[src/rtl/pnf_ram.sv]
// ----------------------------------------------------------------------------
// pnf_ram: simple dual-port synchronous RAM
// One write port, one read port, registered read data.
// ----------------------------------------------------------------------------
module pnf_ram #(
  parameter int DEPTH = 256,
  parameter int WIDTH = 16,
  localparam int AW   = $clog2(DEPTH)
) (
  input  logic             clk,
  input  logic             we,
  input  logic [AW-1:0]    waddr,
  input  logic [WIDTH-1:0] wdata,
  input  logic             re,
  input  logic [AW-1:0]    raddr,
  output logic [WIDTH-1:0] rdata
);

  logic [WIDTH-1:0] mem [DEPTH];

  always_ff @(posedge clk) begin
    if (we) begin
      mem[waddr] <= wdata;
    end
  end

  always_ff @(posedge clk) begin
    if (re) begin
      rdata <= mem[raddr];
    end
  end

endmodule

[config.mk]
export PLATFORM = sky130hd
export DESIGN_NAME = pnf_ram
export DESIGN_NICKNAME = d
export VERILOG_FILES = /design/src/rtl/pnf_ram.sv
export SDC_FILE = /design/constraint.sdc
export NUM_CORES = 2
export LEC_CHECK = 0
export BUFFER_PORTS_ARGS = -buffer_cell sky130_fd_sc_hd__buf_2
export CAP_MARGIN = 5
export CORE_MARGIN = 5
export CORE_UTILIZATION = 43
export CTS_CLUSTER_SIZE = 14
export DETAILED_ROUTE_END_ITERATION = 6
export GPL_TIMING_DRIVEN = 0
export HOLD_SLACK_MARGIN = 0.1
export PLACE_DENSITY = 0.69
export RECOVER_POWER = 50
export SETUP_SLACK_MARGIN = 0.2
export SLEW_MARGIN = 25
export SYNTH_ARGS = -nofsm -noshare
export SYNTH_HDL_FRONTEND = slang
export SYNTH_SLANG_ARGS = --single-unit
[constraint.sdc]
create_clock -name clk -period 2.7 [get_ports clk]
set_clock_uncertainty 0.2 [all_clocks]
set_input_delay 0.135 -clock clk [delete_from_list [all_inputs] [get_ports clk]]
set_output_delay 0.135 -clock clk [all_outputs]
set_load 0.005 [all_outputs]
Word-level counts from Yosys, hierarchy flattened
Memories as Yosys holds them, arrays and structs flattened. A register that Yosys moved wholly into a read port is not among the register bits.
Index checks and enable logic that the tools add are counted.
- memories: 1
- output and inout bits: 16
- input bits: 35
- bits in latches: 0
- memory bits (read-only): 0
- flip-flop bits (word level): 0
- word-level logic and storage cells: 3
- RAM bits: 4096
- $add $sub $neg: 0
- reductions and logical operators: 0
- shifts and indexed selects: 0
- bitwise logic cells: 0
- magnitude comparators: 0
- multiply operators: 0
- divide/modulo/power cells: 0
- eq/ne operators: 0
- mux-type cells: 2
- memories (name ; words ; width ; rd ports ; clocked after Yosys merged registers in ; wr ports ; RTL line ; text):
    mem ; 256 ; 16 ; 1 ; 1 ; 1 ; 19 ; logic [WIDTH-1:0] mem [DEPTH];
- operators by type and width (operator ; count):
    2-to-1 mux 1 bit ; 2

Depth between registers and ports, before layout
- word-level depth: 2
- depth in mapped cells: 12
- depth with buffers taken out: 6

Worst setup path before layout
No wires, ideal clock.
- path kind: input port to flip-flop
- start: input port raddr[0]
- end: register rdata[4], read port of mem, data pin
- data arrival time: 2.119 ns
- buffers on the path: 3
- setup time: 0.265 ns
- path slack: 0.116 ns
- data required time: 2.235 ns
- stages on the path: 8
- path through: buf_6 -> buf_6 -> buf_2 -> mux4_2 -> mux4_2 -> a22o_1 -> o32ai_2 -> nor4_2
- RTL lines (element ; RTL line ; text):
    start: declaration ; 15 ; input logic [AW-1:0] raddr,
    end: declaration ; 16 ; output logic [WIDTH-1:0] rdata

Worst setup path after layout
- start: input port waddr[2]
- end: memory mem[77][5], enable pin
- RTL lines (element ; RTL line ; text):
    start: declaration ; 12 ; input logic [AW-1:0] waddr,
    end: declaration ; 19 ;
Straight into the memory's write port.

==> impl_metrics.csv <==
group,metric,value,unit
run_status,run_status,"finished, violations left",
run_status,violations,"design-rule violations, max-capacitance violations, max-slew violations, negative setup slack",
logic_synthesis,netlist_area,0.159,mm²
cts,cts.path.max_buffers,4,
cts,htree_levels,5,
placement,dp_hpwl,329000,µm
setup_path,endpoint_kind,"flip-flop",
pwr,p_int,104,mW
route,drt_wl_total,492000,µm
pwr,swShare,0.222,
setup_path,rr_startpoint,"mem[55][15]$_DFFE_PP_",
logic_synthesis,ys_async_sr_fraction,0,
pwr,pwr-share-clk,0.410,
floorplan,die_y,618,µm
timing,post-route-period-util,1.16,
logic_synthesis,synth_fp_nets,7395,
timing,setup_ws,-0.425,ns
hold_path,min_from,"waddr[5]",
timing,fin_tns_setup,-132.12,ns
logic_synthesis,yosysSeqAreaShare,0.777,
setup_path,rr_worst_depth,5,
logic_synthesis,avgSynthCellArea,21.6,µm²
setup_path,critPathMaxStageDelay,0.98,ns
floorplan,ios,51,
cts,cts-root-buf,"clkbuf_16",
final_layout,layoutNonFillerInstCount,13400,
grt,first_global_vias,82400,
timing,hold_slack,0.148,ns
cts,cts_tree,"built",
final_layout,mostFrequentLayoutCell,"edfxtp_1",
logic_synthesis,synth-edff-count,4112,
grt,grt_max_degree,113,
setup_path,crit_chain,"clkbuf_1 > dlygate4sd3_1 > nand4_1 > clkbuf_1 > clkbuf_2 > nor2_2 > buf_6",
timing,hold_viol_final,0,
setup_path,crit_family,"buffers and inverters",
flow_run,cap_violations,4,
setup_path,required,3.19,ns
floorplan,initial_utilization,0.431,
route,drt-pass1-iter-count,7,
grt,grtUsageTotal,0.252,
logic_synthesis,yosysWarnings,0,
grt,grt-ovfl-total,0,
placement,placed_area,0.170,mm²
pwr,combPwrFrac,0.063,
setup_path,cp_max_fo,12,
logic_synthesis,yosys.area.top_type,"edfxtp_1",
timing,max_slew_margin,-0.700,
floorplan,design.die.area,0.382,mm²
placement,globalplace.congestion,1.02,
logic_synthesis,synth_seq_cells,4112,
route,wl_per_cell,36.6,µm
setup_path,arrival,3.61,ns
route,drc,462,
timing,max_freq,320,MHz
timing,setup-violations-final,1370,
setup_path,worst_path_most_repeated_cell,"clkbuf_1",
logic_synthesis,synth_top_area_frac,0.777,
hold_path,hp-class,"primary input to flip-flop",
placement,io_buffers,40,
logic_synthesis,yosysUniqueCellTypes,51,
setup_path,cpMaxStageDelayCell,"clkbuf_1",
final_layout,drive_above_1_share,0.304,
floorplan,rows,223,
pwr,switching_power,29.7,mW
placement,dp_cells,12600,
setup_path,crit_type,"primary input to flip-flop",
setup_path,critPathLaunchType,"primary input",
route,vias_per_cell,6.34,
setup_path,worst-path-buf-inv,5,
timing,final_max_slew_viol_count,426,
floorplan,die_w,618,µm
grt,grt_pass1_wl,669000,µm
cts,clk-insertion-delay-late,0.97,ns
pwr,seq_power_share,0.528,
hold_path,whs_path_depth,3,
route,final_antenna_net_count,0,
floorplan,fp.coreArea,0.369,mm²
pwr,ir_worst_vdd,0.538,mV
final_layout,final_area,0.186,mm²
setup_path,ff2ff_setup_slack,-0.29,ns
logic_synthesis,synthFlopType,"edfxtp_1",
cts,clk_pin_slew,0.06,ns
pwr,power.leakage,58.5,nW
final_layout,layout_common_cells,"4112 x edfxtp_1, 797 x mux4_2, 564 x mux2i_1, 399 x clkbuf_16, 202 x o221ai_1",
pwr,power_density,717,mW/mm²
final_layout,area_growth_syn_to_layout,17.3,%
pwr,power,134,mW
route,drt_first_iter_violations,14100,
grt,antenna_found_initial,37,
timing,grt_setup_unrepaired,"yes",
setup_path,timing.rr.end,"rdata[15]$_DFFE_PP_",
timing,max_slew.worst_pin.slew,2.55,ns
logic_synthesis,synth_cells,7360,
cts,clock-sinks,4112,
route,vias,85200,
final_layout,final_nets,8186,
cts,cts_made_buffers,397,
hold_path,hold_end,"mem[249][3]$_DFFE_PP_",
logic_synthesis,synth_area_leaders,"edfxtp_1 78%, mux4_2 11%, mux2i_1 3.6%",
timing,layout_min_cycle_time,3.13,ns
final cells by class:
type | count | area, µm²
multi-input cells | 2792 | 35900
clock buffers | 472 | 10300
diodes | 23 | 57.6
fillers | 28300 | 182000
clock inverters | 239 | 2330
well taps | 4950 | 6190
repair buffers | 392 | 4650
flip-flops and latches | 4112 | 123000
plain buffers | 452 | 3450
inverters | 4 | 21.3
worst register-to-register path: cells and delay by family, from the launching register on:
family	cells	cell delay, ns
compound gates	2	0.94
flops	1	0.38
mux	2	1.00
simple gates	1	0.19
cell families after synthesis:
| logic type | count (synthesis) | synth area share |
|---|---|---|
| compound gates | 786 | 0.0353 |
| buf+inv | 456 | 0.0169 |
| flops | 4112 | 0.777 |
| mux | 1450 | 0.155 |
| simple gates | 556 | 0.0157 |
sequential cells by signal (all words and copies together), names as in the netlist:
name / cells
rdata: 16
mem: 4096
worst max path at each step:
stage                            to  depth (start not counted)  slack (ns)             startpoint
2_1_floorplan    rdata[4]$_DFFE_PP_                          7        0.20               raddr[0]
3_3_place_gp     rdata[1]$_DFFE_PP_                          9       -4.25               raddr[2]
3_5_place_dp    rdata[10]$_DFFE_PP_                         10       -2.97               raddr[3]
4_1_cts         rdata[10]$_DFFE_PP_                          5       -0.29  mem[23][10]$_DFFE_PP_
5_1_grt         rdata[13]$_DFFE_PP_                         10       -0.25               raddr[2]
6_report       mem[77][5]$_DFFE_PP_                          7       -0.43               waddr[2]
synth_stat cells (2+ instances only):
master        n
or3_1         2
mux2_2       88
nand4b_1      3
buf_8        11
mux2i_1     565
clkbuf_1    230
a22o_1       32
o221ai_1    252
a2111oi_0     6
nand2_1      38
buf_6        77
a21o_1        2
or2_2         4
and4_1        2
o22ai_1     148
a31oi_1       6
a221oi_1     28
nand3_1      35
nor4_1       17
buf_4        26
buf_2        76
nor2_1      304
buf_12        5
nand4_1      26
o32ai_1      20
buf_1        27
nor4bb_1      2
edfxtp_1   4112
o21ai_0      37
inv_1         3
nand2b_1      3
o31ai_1      16
nor2b_1       9
a21oi_1     175
a211oi_1     18
mux4_2      797
a22oi_1      43
and3_1       11
nor3_1       92
metrics by stage:
stage                      util  setup slack (ns)
after floorplan               -             0.199
after global placement    0.449             -4.25
after detailed placement  0.461             -2.97
after CTS                 0.503            -0.292
after global routing      0.505            -0.251
final                     0.505            -0.425
repair_timing:
item / in CTS / in global routing
pin swaps: 50 / 79
setup buffers: 12 / 58
hold endpoints to repair: 3843 / 312
gates cloned: 0 / 0
hold buffers: 67 / 10
gates resized for setup: 469 / 204
setup endpoints to repair: 251 / 2521
per-layer routing:
metal / part of all wire / global-route usage
met2: 0.45 / 0.375
met1: 0.35 / 0.330
met5: 0.00012 / 0
met4: 0.070 / 0.144
met3: 0.14 / 0.0761
power groups by stage:
stage,registers [mW],clock network (mW),logic (mW)
2_1_floorplan,71.8,0,3.49
3_3_place_gp,72.1,0,7.08
3_5_place_dp,71.8,0,7.59
4_1_cts,70.4,54.9,8.16
5_1_grt,70.4,57.6,8.45
6_report,70.5,54.7,8.37
No activity file was read; power rests on OpenSTA's default activity.
