==> config.mk <==
export PLATFORM = sky130hd
export DESIGN_NAME = pnf_ctrl_flat
export DESIGN_NICKNAME = d
export VERILOG_FILES = /design/src/rtl/pnf_pkg.sv /design/src/rtl/pnf_if.sv /design/src/rtl/pnf_ctrl.sv /design/src/flat_wrapper.sv
export SDC_FILE = /design/constraint.sdc
export NUM_CORES = 1
export LEC_CHECK = 0
export ABC_AREA = 1
export BUFFER_PORTS_ARGS = -buffer_cell sky130_fd_sc_hd__clkbuf_2
export CAP_MARGIN = 40
export CORE_UTILIZATION = 45
export CTS_BUF_LIST = sky130_fd_sc_hd__clkbuf_16
export CTS_CLUSTER_DIAMETER = 100
export DETAILED_ROUTE_END_ITERATION = 8
export GPL_TIMING_DRIVEN = 0
export PLACE_DENSITY = 0.73
export SETUP_SLACK_MARGIN = 0.05
export SLEW_MARGIN = 20
export SYNTH_ARGS = -nofsm -noshare
export SYNTH_HDL_FRONTEND = slang
export SYNTH_SLANG_ARGS = --single-unit
==> constraint.sdc <==
create_clock -name clk -period 6.2 [get_ports clk]
set_input_delay 0.62 -clock clk [delete_from_list [all_inputs] [get_ports clk]]
set_output_delay 0.62 -clock clk [all_outputs]
set_load 0.005 [all_outputs]
==> src/rtl/pnf_pkg.sv <==
// ----------------------------------------------------------------------------
// pnf_pkg: shared types and constants for the partitioned next-fit allocator
// Slot store geometry, operation and status codes, control structs.
// ----------------------------------------------------------------------------
package pnf_pkg;

  localparam int SLOT_COUNT = 256;
  localparam int SLOT_W     = $clog2(SLOT_COUNT);
  localparam int CNT_W      = SLOT_W + 1;
  localparam int ID_WIDTH   = 16;
  localparam int FIELD_ID_W = 16;
  localparam int BOUND_W    = 8;
  localparam int RES_W      = 9;

  localparam logic [BOUND_W-1:0] RST_POOL1_START = 8'd40;
  localparam logic [BOUND_W-1:0] RST_POOL2_START = 8'd90;
  localparam logic [BOUND_W-1:0] RST_POOL3_START = 8'd190;

  localparam logic [1:0] FN_ALLOC   = 2'd0;
  localparam logic [1:0] FN_LOOKUP  = 2'd1;
  localparam logic [1:0] FN_RELEASE = 2'd2;
  localparam logic [1:0] FN_NONE    = 2'd3;

  localparam logic [1:0] ST_OK     = 2'd0;
  localparam logic [1:0] ST_MISS   = 2'd1;
  localparam logic [1:0] ST_BAD_ID = 2'd2;

  localparam logic [1:0] CFG_POOL1_START = 2'd0;
  localparam logic [1:0] CFG_POOL2_START = 2'd1;
  localparam logic [1:0] CFG_POOL3_START = 2'd2;

  typedef struct packed {
    logic [2:0][BOUND_W-1:0] bound;
    logic [3:0][SLOT_W-1:0]  next;
  } pool_cfg_t;

  typedef struct packed {
    logic              en;
    logic [1:0]        pool;
    logic [SLOT_W-1:0] slot;
  } ptr_wr_t;

  typedef struct packed {
    logic                we;
    logic [SLOT_W-1:0]   waddr;
    logic [ID_WIDTH-1:0] wdata;
    logic                re;
    logic [SLOT_W-1:0]   raddr;
  } mem_req_t;

  typedef struct packed {
    logic [RES_W-1:0] slot_number;
    logic [RES_W-1:0] freed_count;
    logic [1:0]       status;
  } result_t;

endpackage

==> src/rtl/pnf_if.sv <==
// ----------------------------------------------------------------------------
// pnf_if: request and result channels
// Valid/ready channels; a word moves when valid and ready are both high.
// ----------------------------------------------------------------------------
interface pnf_in_if;
  logic        valid;
  logic        ready;
  logic [1:0]  func;
  logic [1:0]  pool;
  logic [15:0] owner_id;

  modport source (output valid, output func, output pool, output owner_id, input ready);
  modport sink   (input valid, input func, input pool, input owner_id, output ready);
endinterface


==> src/rtl/pnf_ctrl.sv <==
// ----------------------------------------------------------------------------
// pnf_ctrl: scan sequencer
// Clears the store after reset, then runs allocate, lookup and release as
// pipelined read/check/write-back scans over the slot store.
// ----------------------------------------------------------------------------
module pnf_ctrl
  import pnf_pkg::*;
(
  input  logic                clk,
  input  logic                rst_n,
  pnf_in_if.sink              in_word,
  input  pool_cfg_t           cfg,
  output ptr_wr_t             ptr_wr,
  output mem_req_t            mem_req,
  input  logic [ID_WIDTH-1:0] rd_data,
  output result_t             res,
  output logic                res_valid,
  input  logic                res_ready
);

  localparam logic [1:0] S_CLEAR = 2'd0;
  localparam logic [1:0] S_IDLE  = 2'd1;
  localparam logic [1:0] S_SCAN  = 2'd2;
  localparam logic [1:0] S_DONE  = 2'd3;

  logic [1:0]          state_r, state_nxt;
  logic [SLOT_W-1:0]   addr_r, addr_nxt;
  logic [CNT_W-1:0]    left_r, left_nxt;
  logic                chk_v_r, chk_v_nxt;
  logic [SLOT_W-1:0]   chk_addr_r, chk_addr_nxt;
  logic [CNT_W-1:0]    cnt_r, cnt_nxt;
  logic [CNT_W-1:0]    lo_r, lo_nxt;
  logic [CNT_W-1:0]    hi_r, hi_nxt;
  logic [1:0]          func_r, func_nxt;
  logic [1:0]          pool_r, pool_nxt;
  logic [ID_WIDTH-1:0] id_r, id_nxt;
  result_t             res_r, res_nxt;

  logic [ID_WIDTH-1:0] in_id;
  logic [CNT_W-1:0]    pool_lo, pool_hi, pool_ptr, pool_start;
  logic [CNT_W-1:0]    addr_inc;
  logic                stop;

  function automatic logic [CNT_W-1:0] clamp_bound(input logic [BOUND_W-1:0] b);
    if (int'(b) > SLOT_COUNT) begin
      return CNT_W'(SLOT_COUNT);
    end
    return CNT_W'(b);
  endfunction

  assign in_id         = in_word.owner_id[ID_WIDTH-1:0];
  assign in_word.ready = (state_r == S_IDLE);
  assign res           = res_r;
  assign res_valid     = (state_r == S_DONE);

  // pool window of the requested pool
  always_comb begin
    pool_lo  = (in_word.pool == 2'd0) ? '0 : clamp_bound(cfg.bound[in_word.pool - 2'd1]);
    pool_hi  = (in_word.pool == 2'd3) ? CNT_W'(SLOT_COUNT) : clamp_bound(cfg.bound[in_word.pool]);
    pool_ptr = {1'b0, cfg.next[in_word.pool]};
    pool_start = (pool_ptr < pool_lo || pool_ptr >= pool_hi) ? pool_lo : pool_ptr;
  end

  assign addr_inc = {1'b0, addr_r} + CNT_W'(1);

  always_comb begin
    state_nxt    = state_r;
    addr_nxt     = addr_r;
    left_nxt     = left_r;
    chk_v_nxt    = 1'b0;
    chk_addr_nxt = chk_addr_r;
    cnt_nxt      = cnt_r;
    lo_nxt       = lo_r;
    hi_nxt       = hi_r;
    func_nxt     = func_r;
    pool_nxt     = pool_r;
    id_nxt       = id_r;
    res_nxt      = res_r;
    ptr_wr       = '0;
    mem_req      = '0;
    stop         = 1'b0;

    case (state_r)
      S_CLEAR: begin
        mem_req.we    = 1'b1;
        mem_req.waddr = addr_r;
        mem_req.wdata = '0;
        addr_nxt      = addr_inc[SLOT_W-1:0];
        if (addr_inc == CNT_W'(SLOT_COUNT)) begin
          state_nxt = S_IDLE;
        end
      end

      S_IDLE: begin
        if (in_word.valid) begin
          func_nxt = in_word.func;
          pool_nxt = in_word.pool;
          id_nxt   = in_id;
          cnt_nxt  = '0;
          if (in_word.func == FN_NONE) begin
            res_nxt   = '{slot_number: '0, freed_count: '0, status: ST_OK};
            state_nxt = S_DONE;
          end else if (in_id == '0) begin
            res_nxt   = '{slot_number: '0, freed_count: '0, status: ST_BAD_ID};
            state_nxt = S_DONE;
          end else if (in_word.func == FN_ALLOC) begin
            lo_nxt    = pool_lo;
            hi_nxt    = pool_hi;
            addr_nxt  = pool_start[SLOT_W-1:0];
            left_nxt  = (pool_hi > pool_lo) ? pool_hi - pool_lo : '0;
            state_nxt = S_SCAN;
          end else begin
            lo_nxt    = '0;
            hi_nxt    = CNT_W'(SLOT_COUNT);
            addr_nxt  = '0;
            left_nxt  = CNT_W'(SLOT_COUNT);
            state_nxt = S_SCAN;
          end
        end
      end

      S_SCAN: begin
        // check the word read last cycle
        if (chk_v_r) begin
          case (func_r)
            FN_ALLOC: begin
              if (rd_data == '0) begin
                mem_req.we    = 1'b1;
                mem_req.waddr = chk_addr_r;
                mem_req.wdata = id_r;
                ptr_wr.en     = 1'b1;
                ptr_wr.pool   = pool_r;
                ptr_wr.slot   = chk_addr_r;
                res_nxt       = '{slot_number: RES_W'({1'b0, chk_addr_r} + CNT_W'(1)),
                                  freed_count: '0, status: ST_OK};
                stop          = 1'b1;
              end
            end
            FN_LOOKUP: begin
              if (rd_data == id_r) begin
                res_nxt = '{slot_number: RES_W'({1'b0, chk_addr_r} + CNT_W'(1)),
                            freed_count: '0, status: ST_OK};
                stop    = 1'b1;
              end
            end
            default: begin
              if (rd_data == id_r) begin
                mem_req.we    = 1'b1;
                mem_req.waddr = chk_addr_r;
                mem_req.wdata = '0;
                cnt_nxt       = cnt_r + CNT_W'(1);
              end
            end
          endcase
        end

        if (stop) begin
          state_nxt = S_DONE;
        end else if (left_r != '0) begin
          mem_req.re    = 1'b1;
          mem_req.raddr = addr_r;
          chk_v_nxt     = 1'b1;
          chk_addr_nxt  = addr_r;
          left_nxt      = left_r - CNT_W'(1);
          // next-fit wrap from pool end back to pool start
          addr_nxt      = (addr_inc == hi_r) ? lo_r[SLOT_W-1:0] : addr_inc[SLOT_W-1:0];
        end else if (!chk_v_r) begin
          state_nxt = S_DONE;
          if (func_r == FN_RELEASE) begin
            res_nxt = '{slot_number: '0, freed_count: RES_W'(cnt_r),
                        status: (cnt_r == '0) ? ST_MISS : ST_OK};
          end else begin
            res_nxt = '{slot_number: '0, freed_count: '0, status: ST_MISS};
          end
        end
      end

      default: begin
        if (res_ready) begin
          state_nxt = S_IDLE;
        end
      end
    endcase
  end

  always_ff @(posedge clk) begin
    if (!rst_n) begin
      state_r <= S_CLEAR;
      addr_r  <= '0;
      chk_v_r <= 1'b0;
    end else begin
      state_r <= state_nxt;
      addr_r  <= addr_nxt;
      chk_v_r <= chk_v_nxt;
    end
  end

  always_ff @(posedge clk) begin
    left_r     <= left_nxt;
    chk_addr_r <= chk_addr_nxt;
    cnt_r      <= cnt_nxt;
    lo_r       <= lo_nxt;
    hi_r       <= hi_nxt;
    func_r     <= func_nxt;
    pool_r     <= pool_nxt;
    id_r       <= id_nxt;
    res_r      <= res_nxt;
  end

endmodule

==> src/flat_wrapper.sv <==
// flat-port wrapper written by rule: the top's interface ports become plain ports
module pnf_ctrl_flat import pnf_pkg::*;
  (clk, rst_n, cfg, ptr_wr, mem_req, rd_data, res, res_valid, res_ready, in_word_valid, in_word_func, in_word_pool, in_word_owner_id, in_word_ready);
  pnf_in_if in_word_i ();
  input  logic clk;
  input  logic rst_n;
  input  pool_cfg_t cfg;
  output ptr_wr_t ptr_wr;
  output mem_req_t mem_req;
  input  logic [ID_WIDTH-1:0] rd_data;
  output result_t res;
  output logic res_valid;
  input  logic res_ready;
  input wire logic [$bits(in_word_i.valid)-1:0] in_word_valid;
  input wire logic [$bits(in_word_i.func)-1:0] in_word_func;
  input wire logic [$bits(in_word_i.pool)-1:0] in_word_pool;
  input wire logic [$bits(in_word_i.owner_id)-1:0] in_word_owner_id;
  output wire logic [$bits(in_word_i.ready)-1:0] in_word_ready;
  assign in_word_i.valid = in_word_valid;
  assign in_word_i.func = in_word_func;
  assign in_word_i.pool = in_word_pool;
  assign in_word_i.owner_id = in_word_owner_id;
  assign in_word_ready = in_word_i.ready;
  pnf_ctrl u_core (.clk(clk), .rst_n(rst_n), .in_word(in_word_i), .cfg(cfg), .ptr_wr(ptr_wr), .mem_req(mem_req), .rd_data(rd_data), .res(res), .res_valid(res_valid), .res_ready(res_ready));
endmodule
## Word-level counts from Yosys, hierarchy flattened

Index checks and enable logic that the tools add are counted.

| cells by class | value |
|---|---|
| add/sub/neg operators | 6 |
| multiply operators | 0 |
| divide/modulo/power cells | 0 |
| $lt $le $gt $ge | 5 |
| equality and inequality tests | 22 |
| shift operators | 0 |
| multiplexer cells | 70 |
| bitwise logic cells | 5 |
| reduce and logical (&&, ||, !) cells | 22 |

Operators by type and width:

| kind | count |
|---|---|
| $mux 20 | 9 |
| $mux 9 | 15 |
| $pmux 25 s2 | 2 |
| $mux 8 | 12 |
| $pmux 20 s2 | 2 |
| $mux 25 | 3 |
| $mux 11 | 5 |
| $bmux 8 s2 | 3 |
| $pmux 9 s2 | 2 |
| $logic_not 16->1 | 2 |
| $pmux 8 s3 | 1 |
| $add 8x1->9 const B | 2 |
| $eq 16x16->1 | 1 |
| $mux 2 | 7 |
| $reduce_and 6->1 | 2 |
| $eq 2x2->1 const B | 5 |
| $ne 2x2->1 const B | 5 |
| $reduce_and 5->1 | 2 |
| $add 9x1->9 const B | 1 |
| $eq 9x9->1 | 1 |
| $eq 9x9->1 const B | 1 |
| $ge 8x9->1 | 1 |
| $gt 9x8->1 | 1 |
| $logic_not 9->1 | 1 |
| other kinds (24) | 44 |

| storage, ports and cells | value |
|---|---|
| flip-flop bits (word level) | 94 |
| latch bits | 0 |
| memory bits (writable) | 0 |
| ROM bits | 0 |
| bits of input ports | 96 |
| output and inout bits | 67 |
| logic and storage cells | 144 |
| memories | 0 |

## Logic depth before layout (Yosys ltp)

Gate-level depths: netlist (run 1).

| depth | value |
|---|---|
| word-level depth | 12 |
| gate-level depth with buffers | 22 |
| mapped depth without buffers | 19 |

## Worst setup path after synthesis (run 1)

OpenSTA, ideal clock, no wires.

| timing | value |
|---|---|
| path type | input-to-reg |
| start point | input port in_word_pool[0] |
| end point | register u_core.left_r[2] (data pin) |
| setup time | 263 ps |
| arrival time | 3617 ps |
| data required time | 5937 ps |
| setup slack | 2320 ps |
| stages on the path | 17 |
| buffers on the path | 3 |
| path through | buf_4 -> inv_1 -> clkbuf_1 -> clkbuf_1 -> ha_1 -> nor2_1 -> inv_1 -> nor2_1 -> o21ai_0 -> ha_1 -> a21oi_1 -> o21ai_0 -> nand4_1 -> o211ai_1 -> a211o_1 -> nand3_1 -> o21ai_0 |

| between the ends | value |
|---|---|
| longest elaborated chain between the ends | 11 |
| elaborated cells between the ends (all ways) | 17 |
| those cells by class | add/sub (2); order compare (1); eq/ne (1); mux (12); reduce/logical (1) |

RTL lines:

| item | line | source |
|---|---|---|
| from (decl) | flat_wrapper.sv:16 | `input wire logic [$bits(in_word_i.pool)-1:0] in_word_pool;` |
| $sub 2x1->2 | pnf_ctrl.sv:58 | `pool_lo = (in_word.pool == 2'd0) ? '0 : clamp_bound(cfg.bound[in_word.pool - 2'd1]);` |
| $bmux 8 s2 | pnf_ctrl.sv:58 |  |
| $mux 8 (implied by the code) | pnf_ctrl.sv:58 |  |
| $mux 8 | pnf_ctrl.sv:58 |  |
| $sub 9x8->9 or $gt 9x8->1 (tied branches) | pnf_ctrl.sv:110 | `left_nxt = (pool_hi > pool_lo) ? pool_hi - pool_lo : '0;` |
| $mux 9 * | pnf_ctrl.sv:110 |  |
| $mux 9 * | pnf_ctrl.sv:106 | `end else if (in_word.func == FN_ALLOC) begin` |
| $mux 9 * | pnf_ctrl.sv:103 | `end else if (in_id == '0) begin` |
| $mux 9 * | pnf_ctrl.sv:100 | `if (in_word.func == FN_NONE) begin` |
| $mux 9 * | pnf_ctrl.sv:95 | `if (in_word.valid) begin` |
| $pmux 9 s2 * | pnf_ctrl.sv:83 | `case (state_r)` |
| net u_core.left_nxt[2] | pnf_ctrl.sv:28 | `logic [CNT_W-1:0] left_r, left_nxt;` |
| to (signal assigned) | pnf_ctrl.sv:199 | `left_r <= left_nxt;` |
| to (decl) | pnf_ctrl.sv:28 |  |

The timed path passes the listed nets; every way through them passes the cells marked *. The select of a mux whose other input is x is not followed.
A chain may end at the register's enable or synchronous reset.

## Final worst setup path (run 1)

| timing | value |
|---|---|
| start point | input port in_word_pool[0] |
| end point | register u_core.left_r[3] (data pin) |

The elaborated chain is that of the path after synthesis.

==> results of run 1 <==
## cells by family after synthesis
group,after synthesis,synth area share (%)
fa+ha+maj,36,6.55
simple gates,454,28.4
compound gates,151,12.8
buf+inv,158,8.72
xor+xnor,38,4.76
flops,94,38.8
## power breakdown
part	internal [mW]	switching [mW]	total, mW
clock	0.313	0.240	0.553
combinational	0.325	0.584	0.909
sequential	0.857	0.101	0.958
## layer usage
layer	vias to the layer above	share of wire, %	GRT usage, %
met1	2991	46	31.1
li1	3441	-	-
met3	25	5.5	2.66
met4	0	2.1	9.14
met2	244	47	41.1
met5	-	0	0
## synth_stat cells, types with 14 or more instances
library cell | n | share of area, %
edfxtp_1 | 83 | 36
nand2_1 | 180 | 9.7
xnor2_1 | 24 | 3.0
ha_1 | 35 | 6.3
nand4_1 | 15 | 1.3
xor2_1 | 14 | 1.8
inv_1 | 124 | 6.7
nand3_1 | 58 | 4.2
a21oi_1 | 59 | 4.2
o21ai_0 | 40 | 2.9
clkbuf_1 | 15 | 0.81
nor2_1 | 139 | 7.5
or2_2 | 21 | 1.9
## path summary, 6_finish.rpt
check | cells past startpoint | slack (ps) | endpoint
setup / recovery | 18 | 1330 | u_core.left_r[3]
hold / removal | 1 | 470 | u_core.id_r[10]
setup reg to reg | 7 | 3580 | u_core.chk_v_r
hold reg to reg | 0 | 530 | u_core.chk_addr_r[7]
## metrics by stage
| stage | instance area, sq um | hold slack [ps] | util [%] | instances |
|---|---|---|---|---|
| global placement | 8030 | 495 | 52.8 | 1280 |
| floorplan | 6990 | 460 | - | 931 |
| CTS | 8340 | 456 | 54.9 | 1297 |
| finish | 8350 | 466 | 54.9 | 1298 |
| global route | 8350 | 453 | 54.9 | 1298 |
| detailed placement | 8050 | 509 | 52.9 | 1281 |
## state kept, by name (all words and copies together), names as in the netlist
| register | count |
|---|---|
| u_core.res | 20 |
| u_core.id_r | 16 |
| u_core.cnt_r | 9 |
| u_core.hi_r | 9 |
| u_core.left_r | 9 |
| u_core.addr_r | 8 |
| u_core.chk_addr_r | 8 |
| u_core.lo_r | 8 |
| u_core.func_r | 2 |
| u_core.pool_r | 2 |
| u_core.state_r | 2 |
| u_core.chk_v_r | 1 |
## final cells by class
type	instances	area (sq um)
fill	1456	6850
multi-input combinational	679	3680
sequential	94	2710
timing repair buffer	163	822
inverter	135	507
tap	188	235
clock buffer	9	225
buffer	23	103
clock inverter	7	70.1
==> results.py, run 1 <==
metrics = {
    "outcome": {
        "outcome": "finished clean",
    },
    "global_route": {
        "grtUsageTotal_pct": 24.0,
        "antenna_found_initial": 0,
        "grt_pass1_vias": 6225,
        "overflow": 0,
        "grt_pass1_wl_um": 30200,
        "grt_max_degree": 21,
    },
    "synthesis": {
        "syn_area_per_cell_sq_um": 7.51,
        "ys_warn_count": 0,
        "async_flop_share_pct": 0,
        "syn_nets": 1063,
        "synth-seq-area-share_pct": 38.8,
        "synth_area_sq_mm": 0.00699,
        "ys_types": 47,
        "synth_edf_count": 83,
        "synth_cells": 931,
        "ys_ff_latch": 94,
        "synth_ff_type": "edfxtp_1",
    },
    "critical_path": {
        "crit_buf_inv": 6,
        "path_max_fanout": 10,
        "criticalPathCategory": "in -> reg",
        "critPathArrivalTime_ps": 4960,
        "end_kind": "flip-flop",
        "critPathLaunchType": "input port",
        "crit_start": "in_word_pool[0]",
        "critical_path.slowest_cell": "o21ai_0",
        "cp_top_family": "compound AO/OA/AOI/OAI gates",
        "cp_common_cell": "o21ai_0",
        "critPathMaxStageDelay_ps": 650,
        "path_cells": "clkbuf_2 > buf_4 > inv_1 > clkbuf_1 > clkbuf_1 > ha_1 > nor2_1 > inv_1 > nor2_1 > o21ai_0 > ha_1 > a21oi_1 > o21ai_0 > nand4_1 > o211ai_1 > a211o_1 > nand3_1 > o21ai_0",
        "reg2reg_from": "u_core.state_r[0]",
        "cp_data_required_time_ps": 6290,
    },
    "routing": {
        "drtIter0Drc": 417,
        "routed_via_density": 5.16,
        "vias": 6701,
        "dr.pass1.iters": 7,
        "wl_per_cell_um": 14.3,
        "drt_wl_total_um": 18600,
        "route.detailed.drc": 0,
        "ant_nets": 0,
    },
    "die": {
        "die_x_um": 127,
        "io_pins": 163,
        "start_util_pct": 46.0,
        "coreArea_sq_mm": 0.0152,
        "rows": 45,
        "dieArea_sq_mm": 0.0160,
        "die_y_um": 127,
    },
    "power": {
        "p_leak_nw": 3.88,
        "peakVddDrop_v": 0.000173,
        "cellPowerDensity_mw_per_mm2": 290,
        "finalPower_mw": 2.42,
    },
    "place": {
        "port_buffers": 161,
        "dp_hpwl_um": 15100,
        "place_ws_ps": 1090,
        "gp_congestion": 0.951,
    },
    "clock_network": {
        "cts_tree": "built",
        "cts_root_buf": "clkbuf_16",
        "clock_latency_ps": 350,
        "cts_buffers": 9,
        "cts_hold_buffers": 0,
        "htree_levels": 3,
        "clkTransAtPathRegs_ps": 60,
        "cts_setup_buffers": 0,
        "cts.sinks": 94,
        "cts_max_path_buffers": 2,
        "post_cts_resized": 0,
    },
    "finish": {
        "area_growth_pct": 19.5,
        "final_cell_mix": "180 x nand2_1, 161 x clkbuf_2, 138 x nor2_1",
        "drive_gt1_share_pct": 21.1,
        "fin_nets": 1237,
        "final_common_cell": "nand2_1",
        "diodes": 0,
    },
    "sta": {
        "slew_headroom_pct": 45.3,
        "tightest_slew_ps": 811,
        "finClkSkew_ps": 10.8,
        "tns_ps": 0,
        "finalCritPeriodShare_pct": 78.5,
        "slew_viol_final": 0,
        "fmax_ghz": 0.205,
        "min_period_ps": 4870,
        "rsz0062_at_grt": "false",
        "final_hold_viol_count": 0,
        "setup_viol": 0,
        "worst_slack_ps": 1330,
    },
    "hold_path": {
        "hold_class": "in -> reg",
        "hp-start": "in_word_owner_id[10]",
    },
    "run": {
        "max-cap-violations": 0,
    },
}
Power figures use the tool's default switching activity.
==> run 2, diff against run 1 <==
Settings changed: ABC_AREA 1 to 0, PLACE_DENSITY 0.73 to 0.76.
Clock period 6.2 ns to 4 ns, I/O delays scaled along.
==> run 2 against run 1 <==
  * Sequential power is 11% higher
  * Global-route usage fell by 0.64 points
  * Highest routed layer unchanged
  * Count of clock-buffer cells in the layout unchanged
  * Final cell count decreased by 19%
  * Synthesized area fell by 4.1%
  * Non-clock buffer count rose by 21
  * Combinational power shrank 52%
  * Synthesized cell count is 27% lower
  * Clock power increased by 63%
  * Largest cell class unchanged
  * Design area fell by 1.8%
  * Wire length shrank 3.2%
  * Critical path type unchanged
==> results.py, run 2 <==
metrics = {
    "finish": {
        "n_fill_cell": 1323,
        "final_cell_mix": "162 x clkbuf_2, 83 x edfxtp_1, 50 x nor2_1",
        "fin_nets": 1000,
        "area_growth_pct": 22.3,
        "final_common_cell": "clkbuf_2",
        "finalNonFillerCells": 1057,
        "diodes": 0,
        "largest_reg_flops": 20,
        "drive_gt1_share_pct": 25.4,
    },
    "place": {
        "dp_hpwl_um": 14300,
        "gp_congestion": 0.891,
        "port_buffers": 162,
        "numPlacedInstances": 1031,
        "place_ws_ps": -789,
    },
    "global_route": {
        "grt_max_degree": 21,
        "overflow": 0,
        "grtUsageTotal_pct": 23.3,
        "grt_pass1_vias": 5563,
        "grt_pass1_wl_um": 27200,
        "antenna_found_initial": 0,
    },
    "clock_network": {
        "cts_root_buf": "clkbuf_16",
        "cts.sinks": 94,
        "clock_latency_ps": 350,
        "clkTransAtPathRegs_ps": 70,
        "cts_max_path_buffers": 2,
        "htree_levels": 3,
        "cts_tree": "built",
        "cts_hold_buffers": 0,
        "cts_buffers": 9,
    },
    "sta": {
        "slew_headroom_pct": 42.3,
        "finClkSkew_ps": 9.98,
        "fmax_ghz": 0.264,
        "slew_viol_final": 0,
        "rsz0062_at_grt": "false",
        "tightest_slew_ps": 858,
        "worst_slack_ps": 206,
        "setup_viol": 0,
        "min_period_ps": 3790,
        "final_hold_viol_count": 0,
        "finalCritPeriodShare_pct": 94.9,
    },
    "synthesis": {
        "synth_ff_type": "edfxtp_1",
        "syn_nets": 816,
        "async_flop_share_pct": 0,
        "synth_common_cells": "83 x edfxtp_1, 51 x nor2_1, 47 x nand2_1",
        "synth_top_cell_area_share_pct": 37.2,
        "synth_compound_area_share_pct": 13.0,
        "syn_area_per_cell_sq_um": 9.80,
        "ys_top_cells_by_area": "edfxtp_1 37%, ha_1 6.5%, mux2i_1 4.5%",
        "synth_area_sq_mm": 0.00670,
        "synth-xor-area-share_pct": 6.61,
        "ys_types": 62,
        "synth.most_common_cell": "edfxtp_1",
        "synth-simple-area-share_pct": 20.5,
        "synthAdderAreaFrac_pct": 6.83,
        "synth-seq-area-share_pct": 40.5,
        "synth_top_family_by_area": "simple AND/OR/NAND/NOR gates",
        "synth_top_area_cell": "edfxtp_1",
        "synth_cells": 684,
        "ys_warn_count": 0,
        "synthMuxAreaShare_pct": 8.23,
        "synth_edf_count": 83,
        "ys_ff_latch": 94,
    },
    "routing": {
        "ant_nets": 0,
        "drt_wl_total_um": 18000,
        "drtIter0Drc": 428,
        "wl_per_cell_um": 17.0,
        "routed_via_density": 5.54,
        "vias": 5861,
        "route.detailed.drc": 0,
        "dr.pass1.iters": 5,
    },
    "die": {
        "die_y_um": 124,
        "rows": 44,
        "start_util_pct": 46.1,
        "die_x_um": 124,
        "io_pins": 163,
        "dieArea_sq_mm": 0.0154,
        "coreArea_sq_mm": 0.0145,
    },
    "critical_path": {
        "critPathArrivalTime_ps": 4040,
        "criticalPathCategory": "in -> reg",
        "path_max_fanout": 10,
        "critPathLaunchType": "input port",
        "cp_data_required_time_ps": 4240,
        "path_cells": "clkbuf_4 > buf_8 > inv_2 > clkbuf_2 > ha_1 > buf_2 > buf_6 > nand3_1 > o21ai_0 > nand2b_1 > ha_1 > a21o_1 > a21o_1 > a221oi_2 > o21ai_1 > o311a_1 > buf_6 > mux2_4 > a221oi_2 > nor2_1",
        "end_kind": "flip-flop",
        "critical_path.slowest_cell": "ha_1",
        "critPathMaxStageDelay_ps": 340,
    },
    "power": {
        "cellPowerDensity_mw_per_mm2": 293,
        "peakVddDrop_v": 0.000223,
        "p_leak_nw": 3.48,
    },
    "hold_path": {
        "hold_class": "in -> reg",
    },
    "outcome": {
        "outcome": "finished clean",
    },
    "run": {
        "max-cap-violations": 0,
    },
}
## run 2: final timing paths
path	from	endpoint	slack [ps]	depth (start not counted)
setup / recovery	in_word_pool[0]	u_core.addr_r[1]	210	20
hold / removal	in_word_owner_id[12]	u_core.id_r[12]	250	1
setup reg to reg	u_core.id_r[5]	u_core.res[8]	820	9
hold reg to reg	u_core.addr_r[2]	u_core.chk_addr_r[2]	430	0
## run 2: routing by layer
| metal | routed length (um) | GRT usage, % | share of wire (%) |
|---|---|---|---|
| met5 | 0 | 0 | 0 |
| met3 | 1260 | 4.26 | 7.0 |
| met2 | 8850 | 41.7 | 49 |
| met1 | 7460 | 28.1 | 41 |
| met4 | 433 | 7.59 | 2.4 |
## run 2: stage by stage
step	instance area (sq um)	total power [mW]	hold WS (ps)	TNS [ps]	utilization [%]
after CTS	8090	2.39	241	0	55.6
after global routing	8200	2.49	241	0	56.4
after detailed placement	7770	1.50	411	-11090	53.4
final	8200	2.40	249	0	56.4
after global placement	7750	1.49	409	-9720	53.3
after floorplan	6710	1.36	403	0	-
## run 2: critical path: cells and delay by family
family / cells / cell delay [ps]
simple gates: 3 / 310
compound gates: 7 / 1220
buf+inv: 7 / 1140
mux: 1 / 310
fa+ha+maj: 2 / 640
## run 2: timing repair
item,CTS,global route
setup buffers,0,7
endpoints found under the setup margin,17,16
gates resized for setup,7,9
pin swaps,0,2
endpoints found under the hold margin,0,0
## run 2: logic make-up (layout without fill, tap and decap cells)
| logic type | count (synthesis) | in the layout |
|---|---|---|
| AND/OR/NAND/NOR | 260 | 260 |
| AO/OA/AOI/OAI | 129 | 129 |
| flip-flops | 94 | 94 |
| buffers and inverters | 72 | 261 |
| XOR/XNOR | 49 | 49 |
| multiplexers | 44 | 44 |
| adder cells (fa/ha/maj) | 36 | 36 |
## run 2: final cells by class
cell class              instances  area (sq um)  share of cell area [%]
flip-flops and latches         94          2710                    33.1
inverters                      38           143                    1.74
well taps                     184           230                    2.81
repair buffers                173           903                    11.0
clock inverters                 7          87.6                    1.07
clock buffers                   9           225                    2.75
multi-input cells             518          3730                    45.5
plain buffers                  34           169                    2.06
## run 2: report_power, final
part           switching, mW  internal [mW]
Clock                  0.400          0.500
Combinational          0.230          0.205
Sequential           0.00199           1.06
